--- config.mk ---
export PLATFORM = sky130hd
export DESIGN_NAME = rc_servo_frame_decoder
export DESIGN_NICKNAME = d
export VERILOG_FILES = /design/src/rtl/rcsd_pkg.sv /design/src/rtl/rcsd_frame_check.sv /design/src/rtl/rc_servo_frame_decoder.sv
export VERILOG_INCLUDE_DIRS = /design/src /design/src/rtl
export SDC_FILE = /design/constraint.sdc
export NUM_CORES = 1
export LEC_CHECK = 0
export BUFFER_PORTS_ARGS = -buffer_cell sky130_fd_sc_hd__buf_2
export CAP_MARGIN = 0
export CORE_UTILIZATION = 39
export CTS_CLUSTER_SIZE = 25
export DETAILED_ROUTE_END_ITERATION = 8
export GPL_ROUTABILITY_DRIVEN = 0
export PLACE_DENSITY = 0.58
export SYNTH_ARGS = -nofsm -noshare
export SYNTH_HDL_FRONTEND = slang
export SYNTH_SLANG_ARGS = --single-unit
--- constraint.sdc ---
create_clock -name clk -period 6.5 [get_ports clk]
set_clock_uncertainty 0.15 [all_clocks]
set_input_delay 0.65 -clock clk [delete_from_list [all_inputs] [get_ports clk]]
set_output_delay 0.65 -clock clk [all_outputs]
set_load 0.03 [all_outputs]
--- src/rtl/rc_servo_frame_decoder_defines.svh ---
// ----------------------------------------------------------------------------
// rc servo frame decoder assertion macros
// shared concurrent assertion forms, clocked on clk, off while rst_n is low
// ----------------------------------------------------------------------------
`ifndef RC_SERVO_FRAME_DECODER_DEFINES_SVH
`define RC_SERVO_FRAME_DECODER_DEFINES_SVH

// same-cycle implication
`define RCSD_ASSERT_SAME(label, ante, cons, msg) \
  label: assert property (@(posedge clk) disable iff (!rst_n) (ante) |-> (cons)) \
    else $error(msg);

// next-cycle implication
`define RCSD_ASSERT_NEXT(label, ante, cons, msg) \
  label: assert property (@(posedge clk) disable iff (!rst_n) (ante) |=> (cons)) \
    else $error(msg);

`endif

--- src/rtl/rcsd_pkg.sv ---
// ----------------------------------------------------------------------------
// rcsd_pkg
// constants, codes and types shared by the rc servo frame decoder
// ----------------------------------------------------------------------------
`default_nettype none

package rcsd_pkg;

  localparam int CHANNELS  = 14;
  localparam int FRAME_LEN = 2 * CHANNELS + 4;
  localparam int CH_W      = 4;
  localparam int POS_W     = 6;
  localparam int ADDR_W    = CH_W + 1;
  localparam int MEM_DEPTH = 2 ** ADDR_W;

  localparam logic [15:0] SUM_INIT     = 16'hFFFF;
  localparam logic [15:0] CENTER_VALUE = 16'd1500;
  localparam logic [7:0]  CMD_RESET    = 8'd64;

  localparam logic REQ_FRAME   = 1'b0;
  localparam logic REQ_READ    = 1'b1;
  localparam logic KIND_STATUS = 1'b0;
  localparam logic KIND_READ   = 1'b1;

  typedef struct packed {
    logic            shadow_we;
    logic [CH_W-1:0] shadow_ch;
    logic [15:0]     shadow_word;
    logic            done;
    logic            pass;
  } frame_evt_t;

endpackage

`default_nettype wire

--- src/rtl/rcsd_frame_check.sv ---
// ----------------------------------------------------------------------------
// rcsd_frame_check
// byte position, running checksum, header check and channel word assembly
// ----------------------------------------------------------------------------
`default_nettype none

module rcsd_frame_check (
  input  wire logic              clk,
  input  wire logic              rst_n,
  input  wire logic              byte_en,
  input  wire logic [7:0]        data_byte,
  input  wire logic              last_byte,
  input  wire logic [7:0]        servo_command,
  output rcsd_pkg::frame_evt_t   evt
);

  localparam logic [rcsd_pkg::POS_W-1:0] LEN_POS =
    rcsd_pkg::POS_W'(rcsd_pkg::FRAME_LEN);
  localparam logic [rcsd_pkg::POS_W-1:0] CHK_LO_POS =
    rcsd_pkg::POS_W'(rcsd_pkg::FRAME_LEN - 2);
  localparam logic [rcsd_pkg::POS_W-1:0] ONE = rcsd_pkg::POS_W'(1);
  localparam logic [rcsd_pkg::POS_W-1:0] TWO = rcsd_pkg::POS_W'(2);

  logic [rcsd_pkg::POS_W-1:0] pos_r, pos_nxt, pos_a, pos_m2;
  logic [15:0]                sum_r, sum_nxt, sum_a;
  logic [15:0]                chk_r, chk_nxt, chk_a;
  logic                       hdr_r, hdr_nxt, hdr_a;
  logic [7:0]                 lowb_r, lowb_nxt;
  logic                       live;

  always_comb begin
    live   = pos_r < LEN_POS;
    pos_m2 = pos_r - TWO;
    pos_a  = pos_r;
    sum_a  = sum_r;
    chk_a  = chk_r;
    hdr_a  = hdr_r;
    lowb_nxt = lowb_r;
    evt = '0;
    if (live) begin
      pos_a = pos_r + ONE;
      if (pos_r == '0 && data_byte != 8'(rcsd_pkg::FRAME_LEN)) begin
        hdr_a = 1'b0;
      end
      if (pos_r == ONE && data_byte != servo_command) begin
        hdr_a = 1'b0;
      end
      if (pos_r < CHK_LO_POS) begin
        sum_a = sum_r - {8'd0, data_byte};
        if (pos_r >= TWO) begin
          if (!pos_r[0]) begin
            lowb_nxt = data_byte;
          end else begin
            evt.shadow_we   = byte_en;
            evt.shadow_ch   = pos_m2[rcsd_pkg::CH_W:1];
            evt.shadow_word = {data_byte, lowb_r};
          end
        end
      end else if (pos_r == CHK_LO_POS) begin
        chk_a = {chk_r[15:8], data_byte};
      end else begin
        chk_a = {data_byte, chk_r[7:0]};
      end
    end
    evt.done = byte_en && last_byte;
    evt.pass = (pos_a >= LEN_POS) && hdr_a && (sum_a == chk_a);
    if (last_byte) begin
      pos_nxt = '0;
      sum_nxt = rcsd_pkg::SUM_INIT;
      chk_nxt = '0;
      hdr_nxt = 1'b1;
    end else begin
      pos_nxt = pos_a;
      sum_nxt = sum_a;
      chk_nxt = chk_a;
      hdr_nxt = hdr_a;
    end
  end

  always_ff @(posedge clk) begin
    if (!rst_n) begin
      pos_r <= '0;
      sum_r <= rcsd_pkg::SUM_INIT;
      chk_r <= '0;
      hdr_r <= 1'b1;
    end else if (byte_en) begin
      pos_r <= pos_nxt;
      sum_r <= sum_nxt;
      chk_r <= chk_nxt;
      hdr_r <= hdr_nxt;
    end
  end

  always_ff @(posedge clk) begin
    if (byte_en) begin
      lowb_r <= lowb_nxt;
    end
  end

endmodule

`default_nettype wire

--- src/rtl/rc_servo_frame_decoder.sv ---
// ----------------------------------------------------------------------------
// rc_servo_frame_decoder
// serial decoder for a 32-byte rc receiver servo frame with channel readback
//
// in_ beats carry either one frame byte (tuser = 0, tlast on the buffer's
// final byte) or a channel read request (tuser = 1). a frame byte without
// tlast produces no out_ beat; a final byte produces one status beat and a
// read request produces one channel beat. one beat is accepted per cycle
// unless out_ stalls, and its result reaches the output register the next cycle.
// channel words go into the spare bank of a two-bank channel ram; a frame
// that passes swaps the banks, so a commit needs no copy and a read
// right behind it sees the new words. the ram has one write and one
// registered read port.
// reset clears the frame state and the error count, sets servo_command to
// 64 and makes every channel read 1500 until the first good frame.
// when out_tready is low the result holds and in_tready drops until it is
// taken. cfg_ready is always high.
// ----------------------------------------------------------------------------
`default_nettype none
`include "rc_servo_frame_decoder_defines.svh"

module rc_servo_frame_decoder (
  input  wire logic        clk,
  input  wire logic        rst_n,
  input  wire logic        in_tvalid,
  output logic             in_tready,
  input  wire logic [15:0] in_tdata,   // data_byte[7:0], channel_index[11:8]
  input  wire logic        in_tlast,
  input  wire logic        in_tuser,   // req_type
  output logic             out_tvalid,
  input  wire logic        out_tready,
  output logic [55:0]      out_tdata,  // frame_ok[0], error_count[32:1],
                                       // channel_value[48:33]
  output logic             out_tuser,  // result_kind
  input  wire logic        cfg_valid,
  output logic             cfg_ready,
  input  wire logic [7:0]  cfg_data
);

  rcsd_pkg::frame_evt_t evt;

  logic                       acc, is_read, byte_en, emit;
  logic [rcsd_pkg::CH_W-1:0]  idx;
  logic [7:0]                 cmd_r;
  logic                       bank_r, committed_r;
  logic [31:0]                reject_count_r, reject_count_nxt;
  logic                       out_valid_r, out_valid_nxt;
  logic                       kind_r, ok_r, oor_r, dflt_r;
  logic [31:0]                count_r;
  logic [15:0]                rdata_r, chan_val;
  logic [15:0]                mem [0:rcsd_pkg::MEM_DEPTH-1];

  assign cfg_ready = 1'b1;
  assign in_tready = !out_valid_r || out_tready;
  assign acc       = in_tvalid && in_tready;
  assign is_read   = (in_tuser == rcsd_pkg::REQ_READ);
  assign byte_en   = acc && !is_read;
  assign idx       = in_tdata[11:8];
  assign emit      = (acc && is_read) || evt.done;

  rcsd_frame_check u_check (
    .clk           (clk),
    .rst_n         (rst_n),
    .byte_en       (byte_en),
    .data_byte     (in_tdata[7:0]),
    .last_byte     (in_tlast),
    .servo_command (cmd_r),
    .evt           (evt)
  );

  // channel ram: the spare bank takes shadow words, the live bank serves reads
  always_ff @(posedge clk) begin
    if (evt.shadow_we) begin
      mem[{~bank_r, evt.shadow_ch}] <= evt.shadow_word;
    end
    if (acc && is_read) begin
      rdata_r <= mem[{bank_r, idx}];
    end
  end

  always_comb begin
    reject_count_nxt = reject_count_r;
    if (evt.done && !evt.pass) begin
      reject_count_nxt = reject_count_r + 32'd1;
    end
    if (emit) begin
      out_valid_nxt = 1'b1;
    end else if (out_tready) begin
      out_valid_nxt = 1'b0;
    end else begin
      out_valid_nxt = out_valid_r;
    end
  end

  always_ff @(posedge clk) begin
    if (!rst_n) begin
      cmd_r          <= rcsd_pkg::CMD_RESET;
      bank_r         <= 1'b0;
      committed_r    <= 1'b0;
      reject_count_r <= '0;
      out_valid_r    <= 1'b0;
    end else begin
      if (cfg_valid) begin
        cmd_r <= cfg_data;
      end
      if (evt.done && evt.pass) begin
        bank_r      <= ~bank_r;
        committed_r <= 1'b1;
      end
      reject_count_r <= reject_count_nxt;
      out_valid_r    <= out_valid_nxt;
    end
  end

  always_ff @(posedge clk) begin
    if (emit) begin
      kind_r  <= is_read ? rcsd_pkg::KIND_READ : rcsd_pkg::KIND_STATUS;
      ok_r    <= !is_read && evt.pass;
      count_r <= reject_count_nxt;
      oor_r   <= {1'b0, idx} >= (rcsd_pkg::CH_W + 1)'(rcsd_pkg::CHANNELS);
      dflt_r  <= !committed_r;
    end
  end

  always_comb begin
    chan_val = '0;
    if (kind_r == rcsd_pkg::KIND_READ && !oor_r) begin
      chan_val = dflt_r ? rcsd_pkg::CENTER_VALUE : rdata_r;
    end
  end

  assign out_tvalid = out_valid_r;
  assign out_tuser  = kind_r;
  assign out_tdata  = {7'd0, chan_val, count_r, ok_r};

  `RCSD_ASSERT_NEXT(a_bank_swap, evt.done && evt.pass, bank_r != $past(bank_r),
    "bank did not swap after a good frame")
  `RCSD_ASSERT_NEXT(a_reject_inc, evt.done && !evt.pass,
    reject_count_r == $past(reject_count_r) + 32'd1, "reject count did not advance")
  `RCSD_ASSERT_SAME(a_status_zero, out_tvalid && out_tuser == rcsd_pkg::KIND_STATUS,
    out_tdata[48:33] == 16'd0, "status beat carries a channel value")
  `RCSD_ASSERT_SAME(a_commit_src, $rose(committed_r), $past(evt.done && evt.pass),
    "channels committed without a good frame")
  `RCSD_ASSERT_NEXT(a_read_result, acc && is_read,
    out_tvalid && out_tuser == rcsd_pkg::KIND_READ, "read request gave no read beat")

endmodule

`default_nettype wire

==> metrics.md, run 1 <==
| Metric | Value |
|---|---|
| Number of cells produced by synthesis | 1546 |
| DR iter-0 viols | 1158 |
| #FFs+latches synth | 654 |
| Worst hold-check path type | primary input to register |
| Worst slew margin relative to its limit | 9.961% |
| Layout overhead on the synthesized area | 14.25% |
| Area inside the core boundary | 0.06763 mm2 |
| Routed via count | 14114 |
| Sinks on the clock net | 654 |
| Critical path data arrival time | 4.35 ns |
| Count of hold buffers inserted by post-cts repair | 0 |
| Effective utilization at floorplan | 39.72% |
| Ports | 91 |
| Cell taking the most area after synthesis | sky130_fd_sc_hd__edfxtp_1 |
| Biggest cell delay along the critical path | 0.84 ns |
| Maximum achievable frequency | 237.7 MHz |
| List of cells traversed by the critical path | and4_1 -> nor2_1 -> nand3_1 -> or4_1 -> nor2_2 -> buf_4 |
| Register-to-Register Setup Slack | 2.29 ns |
| Setup repair after global routing missed its margin | false |
| Yosys warning count | 0 |
| Startpoint types | register |
| Worst reg2reg path depth | 6 |
| Number of setup violations in the final report | 0 |
| Post-detailed-route DRC marker count | 0 |
| Total chip power | 0.008816 W |
| Root cell of the clock tree | sky130_fd_sc_hd__clkbuf_16 |
| Share of flip-flops with an asynchronous set or reset | 0% |
| Largest fanout on the critical path | 11 |
| Initial antenna violation count | 1 |
| Floorplan die height | 264.5 um |
| Via count of the first global-routing pass | 14396 |
| Slowest library cell on the worst path | sky130_fd_sc_hd__or4_1 |
| Worst hold margin | 0.1283 ns |
| Final Instance Count excl. Fillers | 2590 |
| Required time at the endpoint of the critical path | 6.64 ns |
| Highest ir drop seen on vdd | 0.0001780 V |
| Total clock buffers created by CTS | 69 |
| Number of detailed-route iterations in the first pass | 5 |
| Chip Width | 264.5 um |
| Aggregate global routing overflow | 0 |
| Resized Gates After CTS | 0 |
| Number of distinct library cell variants in the gate-level netlist after synthesis | 58 |
| Post-Synthesis Mean Instance Area | 17.38 um2 |
| Max-cap viol count | 0 |
| Worst setup startpoint | u_check.pos_r[3]$_SDFFE_PN0P_ |
| Setup fix buffers added after clock tree synthesis | 0 |
| Share of the yosys chip area belonging to registers | 70.05% |
| Result of the run | finished clean |
| First-pass GRT wire length | 90280 um |
| Power Dens Cells | 287.3 mW/mm2 |
| Count of flip-flops with a built-in enable after synthesis | 572 |
| Crit. End Element | register |
| Start-to-end type of the worst setup path | register to register |
| Most used flip-flop cell after synthesis | sky130_fd_sc_hd__edfxtp_1 |
| Antenna cells | 0 |
| RR Endpoint | mem[22][2]$_DFFE_PP_ |
| Total count of hold-check failures in the final report | 0 |
| Total wire length | 60460 um |
| Max Buffers Root-to-Sink | 3 |
| Startpoint of the lowest-slack register-to-register path | u_check.pos_r[3]$_SDFFE_PN0P_ |
| Area of the die | 0.06994 mm2 |
| Synth top area cells | sky130_fd_sc_hd__edfxtp_1 64%, sky130_fd_sc_hd__mux4_2 13%, sky130_fd_sc_hd__dfxtp_1 6.1% |
| TNS Setup | 0 ns |
| Number of placed cells counting well taps | 2465 |
| Post-synthesis instance area | 0.02686 mm2 |
| Detail Placement HPWL | 35330 um |
| Total leakage power | 10.31 nW |
| GRT Overall Usage | 17.45% |
| Area share of the largest cell type after synthesis | 63.94% |
| Transition at the pin with the smallest max-transition slack | 1.351 ns |
| Worst-skew pair later-pin latency | 0.61 ns |
| Minimum clock period after layout | 4.207 ns |
| Share of cells above drive strength 1 | 26.15% |
| Final Cycle Share | 64.72% |
| Number of pins with negative max-slew slack in the final report | 0 |
| Clock H-tree levels | 3 |
| CTS tree | yes |
| Count of standard-cell rows | 95 |
| Post-layout net count | 1712 |
| Clock Pin Slew Worst Setup and Hold Paths | 0.07 ns |
| Via density per instance | 5.449 |
| Routed length per instance | 23.35 um |
| Maximum number of pins on one net before global-route repair | 69 |
| IO Port Bufs | 78 |
| Crit path to | mem[22][2]$_DFFE_PP_ |
| Final antenna-violating net count | 0 |
[Yosys cell counts (3+ instances only)]
library cell	number
sky130_fd_sc_hd__a2111oi_0	3
sky130_fd_sc_hd__buf_1	18
sky130_fd_sc_hd__nor4_1	3
sky130_fd_sc_hd__nand3_1	25
sky130_fd_sc_hd__nor2_1	106
sky130_fd_sc_hd__nand4_1	24
sky130_fd_sc_hd__dfxtp_1	82
sky130_fd_sc_hd__o31ai_1	4
sky130_fd_sc_hd__buf_4	9
sky130_fd_sc_hd__mux4_2	160
sky130_fd_sc_hd__nand2b_1	26
sky130_fd_sc_hd__and2_1	23
sky130_fd_sc_hd__o21ai_0	23
sky130_fd_sc_hd__or3_1	14
sky130_fd_sc_hd__or3_4	3
sky130_fd_sc_hd__o21a_1	3
sky130_fd_sc_hd__nand2_1	82
sky130_fd_sc_hd__a21o_1	5
sky130_fd_sc_hd__or4_1	6
sky130_fd_sc_hd__a211oi_1	7
sky130_fd_sc_hd__nor3_1	14
sky130_fd_sc_hd__a21oi_1	29
sky130_fd_sc_hd__inv_1	18
sky130_fd_sc_hd__mux2i_1	42
sky130_fd_sc_hd__o211ai_1	8
sky130_fd_sc_hd__mux2_2	16
sky130_fd_sc_hd__a211o_1	4
sky130_fd_sc_hd__edfxtp_1	572
sky130_fd_sc_hd__and4_1	3
sky130_fd_sc_hd__clkbuf_1	56
sky130_fd_sc_hd__a21boi_0	3
sky130_fd_sc_hd__xor2_1	18
sky130_fd_sc_hd__nor4b_1	4
sky130_fd_sc_hd__a22oi_1	17
sky130_fd_sc_hd__ha_1	17
sky130_fd_sc_hd__and3_1	26
sky130_fd_sc_hd__xnor2_1	39
sky130_fd_sc_hd__nor2b_1	6
[power breakdown]
part           switching (W)  internal [W]  total [W]
logic               0.000247      0.000167   0.000415
clock network        0.00162       0.00223    0.00385
registers          0.0000149       0.00454    0.00455
total                0.00188       0.00693    0.00882
[state kept, by name, indices dropped and copies added (netlist names), 6 cells and up]
signal,cells
cmd_r,8
reject_count_r,32
u_check.pos_r,6
u_check.lowb_r,8
u_check.sum_r,16
count_r,32
mem,512
rdata_r,16
u_check.chk_r,16
[placed cells by master, fill, tap and decap left out, drive strengths merged, types with 5 or more instances in the layout]
cell	instances
conb	8
nor3	15
nand3	26
and3	26
buf	126
ha	17
xnor2	39
nor2	106
nand2	82
a21o	5
inv	22
a21oi	29
edfxtp	572
mux2	16
a211oi	7
xor2	18
nand4	24
and2	23
nand2b	26
dfxtp	82
o211ai	8
mux4	160
clkbuf	96
mux2i	42
or4	8
a22oi	17
nor2b	6
o21ai	25
or3	17
clkinv	24
[cell families (layout without fill, tap and decap cells)]
logic type                 after synthesis  count (layout)  synth area share (%)
adders and majority gates               18              18                0.8663
muxes                                  218             218                 15.65
other                                    2               8               0.02796
buffers and inverters                  106             271                 1.672
AOI/OAI and AO/OA                      117             117                 2.818
and+or+nand+nor                        374             374                 7.061
xor gates and xnor gates                57              57                 1.858
DFF                                    654             654                 70.05
[routing by layer]
metal	GRT usage, %	vias up	wire length (um)
li1	-	6350	-
met1	23.62	7370	26500
met2	29.05	311	29920
met3	3.010	83	2742
met4	4.808	0	1305
met5	0	-	0
[critical path: cells and delay by family, from the launching register on]
kind | cells | cell delay [ns]
simple gates | 5 | 3.00
flops | 1 | 0.41
buf+inv | 1 | 0.32
[per-stage QoR]
step	utilization [%]	setup slack, ns	cell area [um2]
finish	45.38	2.293	30690
global route	45.38	2.040	30690
CTS	45.38	2.247	30690
detailed placement	42.10	2.091	28470
global placement	42.10	2.099	28470
floorplan	-	2.638	26890
[worst min path at each step]
stage | from | endpoint | slack (ns) | depth (start not counted)
2_1_floorplan | committed_r$_SDFFE_PN0P_ | dflt_r$_DFFE_PP_ | 0.28 | 1
3_3_place_gp | u_check.hdr_r$_SDFFE_PN1P_ | u_check.hdr_r$_SDFFE_PN1P_ | 0.30 | 2
4_1_cts | cfg_data[6] | cmd_r[6]$_SDFFE_PN1P_ | 0.09 | 3
5_1_grt | cfg_data[6] | cmd_r[6]$_SDFFE_PN1P_ | 0.10 | 3
6_report | cfg_data[6] | cmd_r[6]$_SDFFE_PN1P_ | 0.13 | 3
3_5_place_dp | u_check.hdr_r$_SDFFE_PN1P_ | u_check.hdr_r$_SDFFE_PN1P_ | 0.30 | 2
[final cells by class]
| type | instances | area [um2] |
|---|---|---|
| Clock buffer | 95 | 1939 |
| Clock inverter | 30 | 277.8 |
| Multi-Input combinational cell | 792 | 7720 |
| Inverter | 19 | 71.32 |
| Sequential cell | 654 | 18820 |
| Fill cell | 5820 | 36940 |
| Tap cell | 873 | 1092 |
| Timing Repair Buffer | 127 | 773.2 |
Power figures use the tool's default switching activity.
==> run 2: changes to the inputs <==
- ABC_AREA: unset -> 1
- clock period: 6.5 -> 4.2 ns (I/O delays scaled with it)
==> run 2 against run 1 <==
Effect of this change: synthesized cell count is 63% higher; largest cell class unchanged; largest power group unchanged; utilization hardly changed; critical path type unchanged; sequential power is 56% higher; synthesized area is 3.6% higher.
==> metrics.md, run 2 <==
| Metric | Value |
|---|---|
| Ports | 91 (unchanged) |
| Synth Area in XOR/XNOR | 1.133% (was 1.858%) |
| Area share of and/or/nand/nor cells after synthesis | 14.47% (was 7.061%) |
| Area of the die | 0.07243 mm2 (was 0.06994 mm2) |
| Largest family of logic cells by synthesized area | simple AND/OR/NAND/NOR gates (was multiplexers) |
| Transition at the pin with the smallest max-transition slack | 1.111 ns (was 1.351 ns) |
| Aggregate global routing overflow | 0 (unchanged) |
| Area share of the largest cell type after synthesis | 61.72% (was 63.94%) |
| Setup repair after global routing missed its margin | false (unchanged) |
| Root cell of the clock tree | sky130_fd_sc_hd__clkbuf_16 (unchanged) |
| Final Cycle Share | 87.46% (was 64.72%) |
| Flip-flop count of the largest register, all copies and words added | 512 (unchanged) |
| Highest ir drop seen on vdd | 0.0002338 V (was 0.0001780 V) |
| Detail Placement HPWL | 45770 um (was 35330 um) |
| Total count of hold-check failures in the final report | 0 (unchanged) |
| Share of synthesized cell area in full adder, half adder and majority cells | 0.8363% (was 0.8663%) |
| Cell taking the most area after synthesis | sky130_fd_sc_hd__edfxtp_1 (unchanged) |
| DR iter-0 viols | 1779 (was 1158) |
| Multiplexer area fraction after synthesis | 0% (was 15.65%) |
| Most used cells in the layout excluding fill and tap cells | 572 x sky130_fd_sc_hd__edfxtp_1, 428 x sky130_fd_sc_hd__nor2_1, 312 x sky130_fd_sc_hd__nand2_1 (was 572 x sky130_fd_sc_hd__edfxtp_1, 160 x sky130_fd_sc_hd__mux4_2, 82 x sky130_fd_sc_hd__dfxtp_1) |
| Number of pins with negative max-slew slack in the final report | 0 (unchanged) |
| Maximum achievable frequency | 272.2 MHz (was 237.7 MHz) |
| Max Buffers Root-to-Sink | 3 (unchanged) |
| Post-Synthesis Mean Instance Area | 11.01 um2 (was 17.38 um2) |
| Worst slew margin relative to its limit | 25.39% (was 9.961%) |
| First-pass GRT wire length | 116900 um (was 90280 um) |
| Setup fix buffers added after clock tree synthesis | 0 (unchanged) |
| CTS tree | yes (unchanged) |
| Result of the run | finished clean (unchanged) |
| Instance area after placement | 0.02968 mm2 (was 0.02847 mm2) |
| Register with the most flip-flops | mem (unchanged) |
| Max-cap viol count | 0 (unchanged) |
| Chip Width | 269.1 um (was 264.5 um) |
| Post-synthesis instance area | 0.02783 mm2 (was 0.02686 mm2) |
| Sinks on the clock net | 654 (unchanged) |
| Final instance area | 0.03187 mm2 (was 0.03069 mm2) |
| Maximum number of pins on one net before global-route repair | 103 (was 69) |
| Critical path data arrival time | 3.98 ns (was 4.35 ns) |
| Count of standard-cell rows | 97 (was 95) |
| Number of detailed-route iterations in the first pass | 6 (was 5) |
| GRT Overall Usage | 21.13% (was 17.45%) |
| Complex-gate fraction of the synthesized area | 11.72% (was 2.818%) |
| Number of distinct library cell variants in the gate-level netlist after synthesis | 42 (was 58) |
| Most frequent standard cell in the layout excluding fill and tap cells | sky130_fd_sc_hd__edfxtp_1 (unchanged) |
| Commonest cells in the synthesized netlist | 572 x sky130_fd_sc_hd__edfxtp_1, 450 x sky130_fd_sc_hd__nor2_1, 312 x sky130_fd_sc_hd__nand2_1 (was 572 x sky130_fd_sc_hd__edfxtp_1, 160 x sky130_fd_sc_hd__mux4_2, 106 x sky130_fd_sc_hd__nor2_1) |
| Required time at the endpoint of the critical path | 4.51 ns (was 6.64 ns) |
| Post-layout net count | 2695 (was 1712) |
| Share of the yosys chip area belonging to registers | 67.62% (was 70.05%) |
| Area inside the core boundary | 0.07027 mm2 (was 0.06763 mm2) |
| Final antenna-violating net count | 0 (unchanged) |
| Startpoint types | register (unchanged) |
| Layout overhead on the synthesized area | 14.54% (was 14.25%) |
| Clock H-tree levels | 3 (unchanged) |
| Start-to-end type of the worst setup path | register to register (unchanged) |
| IO Port Bufs | 78 (unchanged) |
| Total leakage power | 11.08 nW (was 10.31 nW) |
| Most used flip-flop cell after synthesis | sky130_fd_sc_hd__edfxtp_1 (unchanged) |
| Via density per instance | 5.459 (was 5.449) |
| Final standard cell utilization of the core | 45.36% (was 45.38%) |
| TNS Setup | 0 ns (unchanged) |
| Crit. End Element | register (unchanged) |
| Number of cells produced by synthesis | 2527 (was 1546) |
| Worst Slack Setup Final | 0.5268 ns (was 2.293 ns) |
| Total chip power | 0.01348 W (was 0.008816 W) |
| Floorplan die height | 269.1 um (was 264.5 um) |
| Worst slack, placed | 0.5952 ns (was 2.091 ns) |
| Count of flip-flops with a built-in enable after synthesis | 572 (unchanged) |
| Routed via count | 19834 (was 14114) |
| #FFs+latches synth | 654 (unchanged) |
| Worst-skew pair later-pin latency | 0.60 ns (was 0.61 ns) |
| Yosys warning count | 0 (unchanged) |
| Number of setup violations in the final report | 0 (unchanged) |
| Power Dens Cells | 422.8 mW/mm2 (was 287.3 mW/mm2) |
| Antenna cells | 0 (unchanged) |
| Largest fanout on the critical path | 29 (was 11) |
| Cell with the most instances after synthesis | sky130_fd_sc_hd__edfxtp_1 (unchanged) |
| Synth top area cells | sky130_fd_sc_hd__edfxtp_1 62%, sky130_fd_sc_hd__nor2_1 6.1%, sky130_fd_sc_hd__dfxtp_1 5.9% (was sky130_fd_sc_hd__edfxtp_1 64%, sky130_fd_sc_hd__mux4_2 13%, sky130_fd_sc_hd__dfxtp_1 6.1%) |
| Effective utilization at floorplan | 39.60% (was 39.72%) |
| Total clock buffers created by CTS | 67 (was 69) |
| Share of cells above drive strength 1 | 11.81% (was 26.15%) |
| Worst hold-check path type | primary input to register (unchanged) |
| Via count of the first global-routing pass | 19541 (was 14396) |
| Share of flip-flops with an asynchronous set or reset | 0% (unchanged) |
| Initial antenna violation count | 2 (was 1) |
| Top flop regs | mem x512, count_r x32, reject_count_r x32 (unchanged) |
| Total wire length | 77310 um (was 60460 um) |
| Post-detailed-route DRC marker count | 0 (unchanged) |
| Clock Pin Slew Worst Setup and Hold Paths | 0.06 ns (was 0.07 ns) |
| Minimum clock period after layout | 3.673 ns (was 4.207 ns) |
| Routed length per instance | 21.28 um (was 23.35 um) |
-- run 2: cell count changes after synthesis, sizes merged, moves of 66 or more --
cell and change:
nor2 +347, o21ai +295, nand2 +245, mux4 -160, inv +121, nand3 +93
o221ai +92, clkbuf +66
-- run 2: layer usage --
layer  up-vias  global-route usage, %  part of all wire, %
li1       9248                      -                    -
met1      9815                  28.31                   43
met2       639                  35.12                   48
met3       130                  3.607                  6.6
met4         2                  6.180                  2.5
met5         -                      0                0.019
-- run 2: final cells by class --
type | count | area (um2)
sequential | 654 | 18820
clock inverter | 29 | 160.2
clock buffer | 87 | 1814
tap | 940 | 1176
multi-input combinational | 1587 | 7920
timing repair buffer | 193 | 1443
inverter | 143 | 543.0
fill | 6466 | 38400
-- run 2: report_power, final --
group / total, W / leakage [nW] / switching [W] / internal, W
registers: 0.00708 / 5.75 / 0.0000298 / 0.00705
logic: 0.000880 / 4.38 / 0.000631 / 0.000249
clock network: 0.00552 / 0.959 / 0.00243 / 0.00310
total: 0.0135 / 11.1 / 0.00309 / 0.0104
-- run 2: worst max-delay path, cell delays in order (launching register included) --
cell	delay [ns]
sky130_fd_sc_hd__dfxtp_1	0.37
sky130_fd_sc_hd__inv_1	0.29
sky130_fd_sc_hd__ha_1	0.26
sky130_fd_sc_hd__nand2_1	0.09
sky130_fd_sc_hd__inv_1	0.14
sky130_fd_sc_hd__nand3_1	0.38
sky130_fd_sc_hd__o21ai_1	0.46
sky130_fd_sc_hd__nor2_1	0.09
sky130_fd_sc_hd__nor2_1	0.11
sky130_fd_sc_hd__nand2_1	0.07
sky130_fd_sc_hd__nor2_1	0.14
sky130_fd_sc_hd__nand2_1	0.08
sky130_fd_sc_hd__nor2_2	0.10
sky130_fd_sc_hd__nand2_2	0.13
sky130_fd_sc_hd__nand2_2	0.08
sky130_fd_sc_hd__buf_4	0.34
sky130_fd_sc_hd__nand2_1	0.12
sky130_fd_sc_hd__nand2_1	0.09
-- run 2: repair_timing --
| action | CTS | global route |
|---|---|---|
| resized for setup | 0 | 0 |
| hold buffers | 22 | 0 |
| hold endpoints to repair | 16 | 0 |
-- run 2: logic make-up after synthesis --
family | Yosys count
AO/OA/AOI/OAI | 551
XOR/XNOR | 36
adder cells (fa/ha/maj) | 18
buffers and inverters | 292
flip-flops | 654
other | 2
AND/OR/NAND/NOR | 974
-- run 2: worst paths after layout --
check        depth (start not counted)                           to                           from  slack (ns)
min                                  2  u_check.lowb_r[7]$_DFFE_PP_                    in_tdata[7]        0.03
max                                 17        count_r[11]$_DFFE_PP_  u_check.pos_r[5]$_SDFFE_PN0P_        0.53
min reg2reg                          2     committed_r$_SDFFE_PN0P_       committed_r$_SDFFE_PN0P_        0.31
max reg2reg                         17        count_r[11]$_DFFE_PP_  u_check.pos_r[5]$_SDFFE_PN0P_        0.53
-- run 2: per-stage QoR --
stage | hold WS, ns | instances
2_1_floorplan | 0.2803 | 2533
5_1_grt | 0.01104 | 3633
4_1_cts | 0.007392 | 3633
6_report | 0.03422 | 3633
3_5_place_dp | 0.2948 | 3495
3_3_place_gp | 0.2934 | 3495
